## config.mk

```make
export PLATFORM = sky130hd
export DESIGN_NAME = spr_strip
export DESIGN_NICKNAME = d
export VERILOG_FILES = /design/src/spr_pkg.sv /design/src/spr_strip.sv
export SDC_FILE = /design/constraint.sdc
export NUM_CORES = 1
export LEC_CHECK = 0
export ABC_AREA = 1
export BUFFER_PORTS_ARGS = -buffer_cell sky130_fd_sc_hd__clkbuf_2
export CORE_ASPECT_RATIO = 1.5
export CORE_MARGIN = 5
export CORE_UTILIZATION = 45
export DETAILED_ROUTE_END_ITERATION = 16
export PLACE_DENSITY = 0.65
export SLEW_MARGIN = 20
export SYNTH_ARGS = -nofsm -noshare
export SYNTH_HDL_FRONTEND = slang
export SYNTH_SLANG_ARGS = --single-unit
```

## constraint.sdc

```tcl
create_clock -name i_clk -period 10.4 [get_ports i_clk]
set_input_delay 0.52 -clock i_clk [delete_from_list [all_inputs] [get_ports i_clk]]
set_output_delay 0.52 -clock i_clk [all_outputs]
set_load 0.02 [all_outputs]
```

## src/spr_pkg.sv

```systemverilog
// ----------------------------------------------------------------------------
// spr_pkg
// Shared types and fixed widths of the shelf rectangle packer.
// ----------------------------------------------------------------------------
package spr_pkg;

    localparam int IDX_W   = 6;
    localparam int DATA_W  = 16;
    localparam int AREA_W  = 38;
    localparam int ROOT_W  = 20;
    localparam int STRIP_W = ROOT_W + 1;

    typedef struct packed {
        logic [IDX_W-1:0]  idx;
        logic [DATA_W-1:0] h;
        logic [DATA_W-1:0] w;
    } t_rect;

    typedef struct packed {
        logic [DATA_W-1:0] h;
        logic [DATA_W-1:0] w;
        logic [DATA_W-1:0] bottom;
        logic [DATA_W-1:0] left;
    } t_space;

endpackage

```

## src/spr_strip.sv

```systemverilog
// ----------------------------------------------------------------------------
// spr_strip
// Smallest w with 19*w*w >= 20*area; each root bit takes a square phase and a compare phase.
// ----------------------------------------------------------------------------
module spr_strip (
    input  logic                         i_clk,
    input  logic                         i_rst_n,
    input  logic                         i_start,
    input  logic [spr_pkg::AREA_W-1:0]   i_area,
    output logic                         o_done,
    output logic [spr_pkg::STRIP_W-1:0]  o_width
);

    localparam int T_W  = spr_pkg::AREA_W + 5;
    localparam int SQ_W = 2 * spr_pkg::ROOT_W;
    localparam int BI_W = $clog2(spr_pkg::ROOT_W);

    logic                        r_busy;
    logic                        r_phase;
    logic [BI_W-1:0]             r_bit;
    logic [spr_pkg::ROOT_W-1:0]  r_v;
    logic [T_W-1:0]              r_target;
    logic [SQ_W-1:0]             r_sq;
    logic                        r_done;
    logic [spr_pkg::STRIP_W-1:0] r_width;

    logic [spr_pkg::ROOT_W-1:0]  cand;
    logic [T_W+1:0]              lhs;

    assign cand = r_v | (spr_pkg::ROOT_W'(1) << r_bit);
    assign lhs  = (T_W+2)'(r_sq) * (T_W+2)'(19);

    always_ff @(posedge i_clk) begin
        if (!i_rst_n) begin
            r_busy  <= 1'b0;
            r_phase <= 1'b0;
            r_done  <= 1'b0;
        end else begin
            r_done <= 1'b0;
            if (i_start) begin
                r_busy   <= 1'b1;
                r_phase  <= 1'b0;
                r_bit    <= BI_W'(spr_pkg::ROOT_W - 1);
                r_v      <= '0;
                r_target <= T_W'(i_area) * T_W'(20);
            end else if (r_busy) begin
                if (!r_phase) begin
                    r_sq    <= SQ_W'(cand) * SQ_W'(cand);
                    r_phase <= 1'b1;
                end else begin
                    r_phase <= 1'b0;
                    if (lhs < (T_W+2)'(r_target)) begin
                        r_v <= cand;
                    end
                    if (r_bit == '0) begin
                        r_busy <= 1'b0;
                        r_done <= 1'b1;
                        if (r_target == '0) begin
                            r_width <= '0;
                        end else if (lhs < (T_W+2)'(r_target)) begin
                            r_width <= spr_pkg::STRIP_W'(cand) + 1'b1;
                        end else begin
                            r_width <= spr_pkg::STRIP_W'(r_v) + 1'b1;
                        end
                    end else begin
                        r_bit <= r_bit - 1'b1;
                    end
                end
            end
        end
    end

    assign o_done  = r_done;
    assign o_width = r_width;

endmodule

```

=== Yosys cells after proc, flatten, opt, wreduce, memory -nomap -nowiden ===
Index checks and enable logic that the tools add are counted.

* ROM bits: 0
* Bits in latches: 0
* Input port bits: 41
* Output and inout bits: 22
* Memories: 0
* Register bits after elaboration: 130
* Memory bits (writable): 0

* Shift operators: 1
* Multipliers: 3
* Bitwise gates (word level): 5
* Reduce and logical (&&, ||, !) cells: 12
* $add $sub $neg: 3
* Div/mod/pow operators: 0
* $lt $le $gt $ge: 1
* Eq/ne operators: 1
* Multiplexer cells: 13

{| class="wikitable"
|+ Operator list
! operator !! number
|-
| 20-bit 2-to-1 mux || 3
|-
| 45-bit by 43-bit < comparator with 1-bit output || 1
|-
| 40-bit by 5-bit multiplier with 45-bit output, second input constant || 1
|-
| 43-bit zero test || 1
|-
| 20-bit by 1-bit adder with 21-bit output, second input constant || 2
|-
| 38-bit by 3-bit multiplier with 41-bit output, second input constant || 1
|-
| 20-bit by 20-bit multiplier with 40-bit output || 1
|-
| 21-bit 2-to-1 mux || 1
|-
| 20-bit bitwise OR || 1
|-
| 1-bit by 5-bit << shifter with 20-bit output, first input constant || 1
|-
| 5-bit 2-to-1 mux || 3
|-
| 4-bit AND reduction || 3
|-
| 1-bit 2-to-1 mux || 6
|-
| 2-bit nonzero test || 3
|-
| 5-bit zero test || 1
|-
| 5-bit AND reduction || 1
|-
| 5-bit by 1-bit subtractor with 5-bit output, second input constant || 1
|-
| 1-bit NOT || 4
|-
| 4-bit OR reduction || 1
|-
| 2-bit != test, second input constant || 1
|-
| 2-bit AND reduction || 1
|-
| 2-bit OR reduction || 1
|}

=== Logic depth before layout (Yosys ltp) ===
* Depth in word-level cells: 5
* Mapped depth: 39

=== Worst setup path after synthesis ===
OpenSTA, ideal clock, no wires.

* Path kind: reg2reg
* Start: reg r_bit[0]
* End: reg r_sq[30], data pin
* Arrival time: 7.400 ns
* Required time: 10.148 ns
* Path buffers: 2
* Setup time: 0.252 ns
* Path slack: 2.747 ns
* Stages on the path, launching flop included: 37
* Clock period less this slack: 7.653 ns
* Path through: edfxtp_1 inv_1 ha_1 inv_1 nor2_1 a21oi_1 inv_1 clkbuf_1 buf_1 nand2_1 fa_1 inv_1 fa_1 inv_1 fa_1 inv_1 fa_1 inv_1 fa_1 inv_1 fa_1 inv_1 fa_1 inv_1 ha_1 nand2_1 nor2_1 a21o_1 nand2_1 nand2_1 inv_1 o21ai_0 a21boi_0 o21ai_0 nand2_1 nand3_1 nand2_1

* Word-level cells in the longest chain between the ends: 3

{| class="wikitable"
|+ RTL lines
! item !! line !! RTL
|-
| from (decl) || spr_strip.sv:20 || <nowiki>logic [BI_W-1:0] r_bit;</nowiki>
|-
| from (signal assigned) || spr_strip.sv:43 || <nowiki>r_bit <= BI_W'(spr_pkg::ROOT_W - 1);</nowiki>
|-
| from (signal assigned) || spr_strip.sv:66 || <nowiki>r_bit <= r_bit - 1'b1;</nowiki>
|-
| 1-bit by 5-bit << shifter with 20-bit output || spr_strip.sv:30 || <nowiki>assign cand = r_v | (spr_pkg::ROOT_W'(1) << r_bit);</nowiki>
|-
| 20-bit bitwise OR || spr_strip.sv:30 ||
|-
| 20-bit by 20-bit multiplier with 40-bit output || spr_strip.sv:48 || <nowiki>r_sq <= SQ_W'(cand) * SQ_W'(cand);</nowiki>
|-
| to (signal assigned) || spr_strip.sv:48 ||
|-
| to (decl) || spr_strip.sv:23 || <nowiki>logic [SQ_W-1:0] r_sq;</nowiki>
|}

No other way between the ends.
A chain may end at the register's enable or synchronous reset.

=== Final worst setup path ===
Same ends and word-level chain as after synthesis.

==> key figures <==
Logic synthesis
  • Gate Count Post-Synth: 2882
  • Sequential-to-total area share from yosys stat: 16.1%
  • Mapped Nets: 3584
  • Largest cells by area after synthesis: fa_1 26%, ha_1 18%, edfxtp_1 16%
  • Synth area leader: fa_1
  • Syn_area_per_cell: 8.28 sq um
  • Mapped Area: 23900 sq um
  • Synthesized flop and latch total: 129
  • Async set or reset register ratio after synthesis: 0%
  • Synth top area share: 26.3%
  • EDFF count, synth: 126
  • Synth cell types: 51
  • Synth Flop Type: edfxtp_1
  • Synth warnings: 0

Global routing
  • Vias in the first global route: 19491
  • Global route total overflow: 0
  • Initial antenna violation count: 0
  • Global-route wire length before repair: 94200 um
  • Largest net degree at the start of global routing: 42
  • GR Util All Layers: 20.2%

Critical path
  • Startpoint Class: flop
  • Critical path data required time: 10.60 ns
  • Cell mode on critical path: inv_1
  • WP data arrival: 8.46 ns
  • Setup slack, reg-to-reg: 2.14 ns
  • Critical Path Sink Type: flop
  • Crit-path slowest cell: inv_1
  • CP max stage delay: 0.64 ns
  • Setup CP Type: flop to flop
  • R2r endpoint: r_sq[30]$_DFFE_PP_
  • R2R Path Start: r_bit[0]$_SDFFCE_PP1P_
  • R2R depth: 34
  • Crit Path Max Fanout: 22

STA
  • Endpoints failing setup: 0
  • Clock skew: 0.0114 ns
  • Slew Limit Headroom: 35.0%
  • RSZ-0062 raised after global routing: false
  • Worst-Margin Slew: 0.974 ns
  • Final Hold Vio Count: 0
  • Fmax achieved: 121 MHz
  • Period utilisation layout: 79.4%
  • Setup TNS: 0 ns
  • Final Critical Period: 8.26 ns
  • Max-slew violation count: 0

Hold path
  • Worst Hold Class: input port to flop
  • Hold Path Origin: i_area[0]
  • Endpoint, Worst Hold: r_target[2]$_DFFE_PP_
  • Hold Path Stages: 1

Routing
  • DRC violations left: 0
  • Total number of vias: 18209
  • DRT antenna net count: 0
  • Vias per inst: 5.02
  • DR pass1 iterations: 5
  • Drt first-iter violations: 845
  • Post-Route WL: 57300 um
  • Routed WL per cell: 15.8 um

Clocking
  • Clock buffer depth: 2
  • CTS H-tree lvls: 4
  • CTS tree: done
  • Worst-skew pair later-pin latency: 0.45 ns
  • CTS-repair resized insts: 0
  • Clock-pin slew on the worst setup and hold paths: 0.07 ns
  • Clk sinks: 129
  • Setup bufs post-CTS: 0
  • # hold bufs at CTS: 0
  • Num CTS Buffers: 17
  • Clock Root Buffer: clkbuf_16

Cells and area
  • FF+latch area: 3840 sq um
  • Commonest cells after routing, fill and taps aside: 788 x inv_1, 529 x nand2_1, 347 x ha_1, 314 x fa_1, 171 x a21oi_1
  • Share of layout cells above drive strength 1: 5.40%
  • Fillers: 5031
  • Area of the multi-input gates: 16900 sq um
  • Number of antenna diodes: 0
  • P&R area growth vs syn: 7.36%
  • Most common cell after layout, fill and taps aside: inv_1
  • Final-stage net count: 3634

Die
  • Core area: 52600 sq um
  • IO Pins: 63
  • Die area: 57800 sq um
  • Initial Utilization: 45.4%
  • Row count: 103
  • Die X-Extent: 198 um
  • Die Span Y: 292 um

Placement
  • Port Buffer Count: 62
  • Routability cong.: 0.899
  • Dpl hpwl: 49100 um

Flow run
  • Max cap viols: 0

Status
  • Outcome: finished, final reports clean
==> per-stage QoR <==
stage	instance area, sq um	hold WS (ns)	util [%]	setup slack [ns]	instances
final	25600	0.271	48.7	2.14	3627
after global routing	25600	0.257	48.7	1.55	3627
after CTS	25600	0.256	48.7	2.16	3626
after detailed placement	25000	0.497	47.5	2.18	3594
after global placement	25000	0.490	47.5	2.30	3594
after floorplan	23900	0.469	-	2.75	2882
==> registers in the layout (all words and copies together), names as in the netlist <==
signal    cells
r_phase       1
o_width      21
r_sq         39
r_busy        1
r_v          20
r_bit         5
r_target     41
o_done        1
==> routing by layer <==
layer  part of all wire (%)  GRT usage [%]
met5                      0              0
met4                    5.6           10.1
met3                    2.7           1.77
met2                     55           38.9
met1                     36           21.5
==> Yosys cell counts, drive strengths merged (2+ instances only) <==
cell type  instances
o221ai             4
ha               347
o21ai             68
and2               2
a21o               9
a31oi             12
dfxtp              3
nand3             61
o21bai            12
o21a               8
nor3              15
nor4               9
a21oi            173
inv              797
a211oi             6
o211ai             2
buf               12
fa               314
clkbuf            34
a21boi            11
o221a              2
o31ai              4
nand2            539
edfxtp           126
xnor2             37
xor2              87
nand4             19
or2                3
nor2             158
==> logic make-up (layout without fill, tap and decap cells) <==
group                    Yosys count  in the layout  synth area share (%)
buffers and inverters            844            907                  13.3
AND/OR/NAND/NOR                  808            808                  14.0
adder cells (fa/ha/maj)          661            661                  44.5
AO/OA/AOI/OAI                    315            315                  7.48
flip-flops                       129            129                  16.1
XOR/XNOR                         124            124                  4.55
other                              1              1                0.0157
==> cell type report <==
type,instances,share of cell area [%]
inverter,798,11.7
sequential,129,15.0
clock inverter,14,0.742
multi-input combinational,1909,65.8
tap,682,3.33
clock buffer,18,1.71
timing repair buffer,77,1.70
==> critical path, delay by kind of cell (launching register included) <==
family	cells	cell delay, ns
adders and majority gates	9	4.16
buffers and inverters	11	1.27
AOI/OAI and AO/OA	5	1.11
and+or+nand+nor	9	1.01
DFF	1	0.43
==> how the worst max path moves through the flow <==
stage                      startpoint                  to  slack, ns  depth (start not counted)
6_report       r_bit[0]$_SDFFCE_PP1P_  r_sq[30]$_DFFE_PP_       2.14                         34
5_1_grt        r_bit[3]$_SDFFCE_PP0P_  r_sq[30]$_DFFE_PP_       1.55                         32
4_1_cts        r_bit[3]$_SDFFCE_PP0P_  r_sq[30]$_DFFE_PP_       2.16                         32
3_5_place_dp   r_bit[0]$_SDFFCE_PP1P_  r_sq[30]$_DFFE_PP_       2.18                         34
3_3_place_gp   r_bit[0]$_SDFFCE_PP1P_  r_sq[32]$_DFFE_PP_       2.30                         34
2_1_floorplan  r_bit[0]$_SDFFCE_PP1P_  r_sq[30]$_DFFE_PP_       2.75                         36
Power is left out: the tool's default activity adds up to more than one toggle a clock period on the data nets, which glitch-free logic cannot reach.
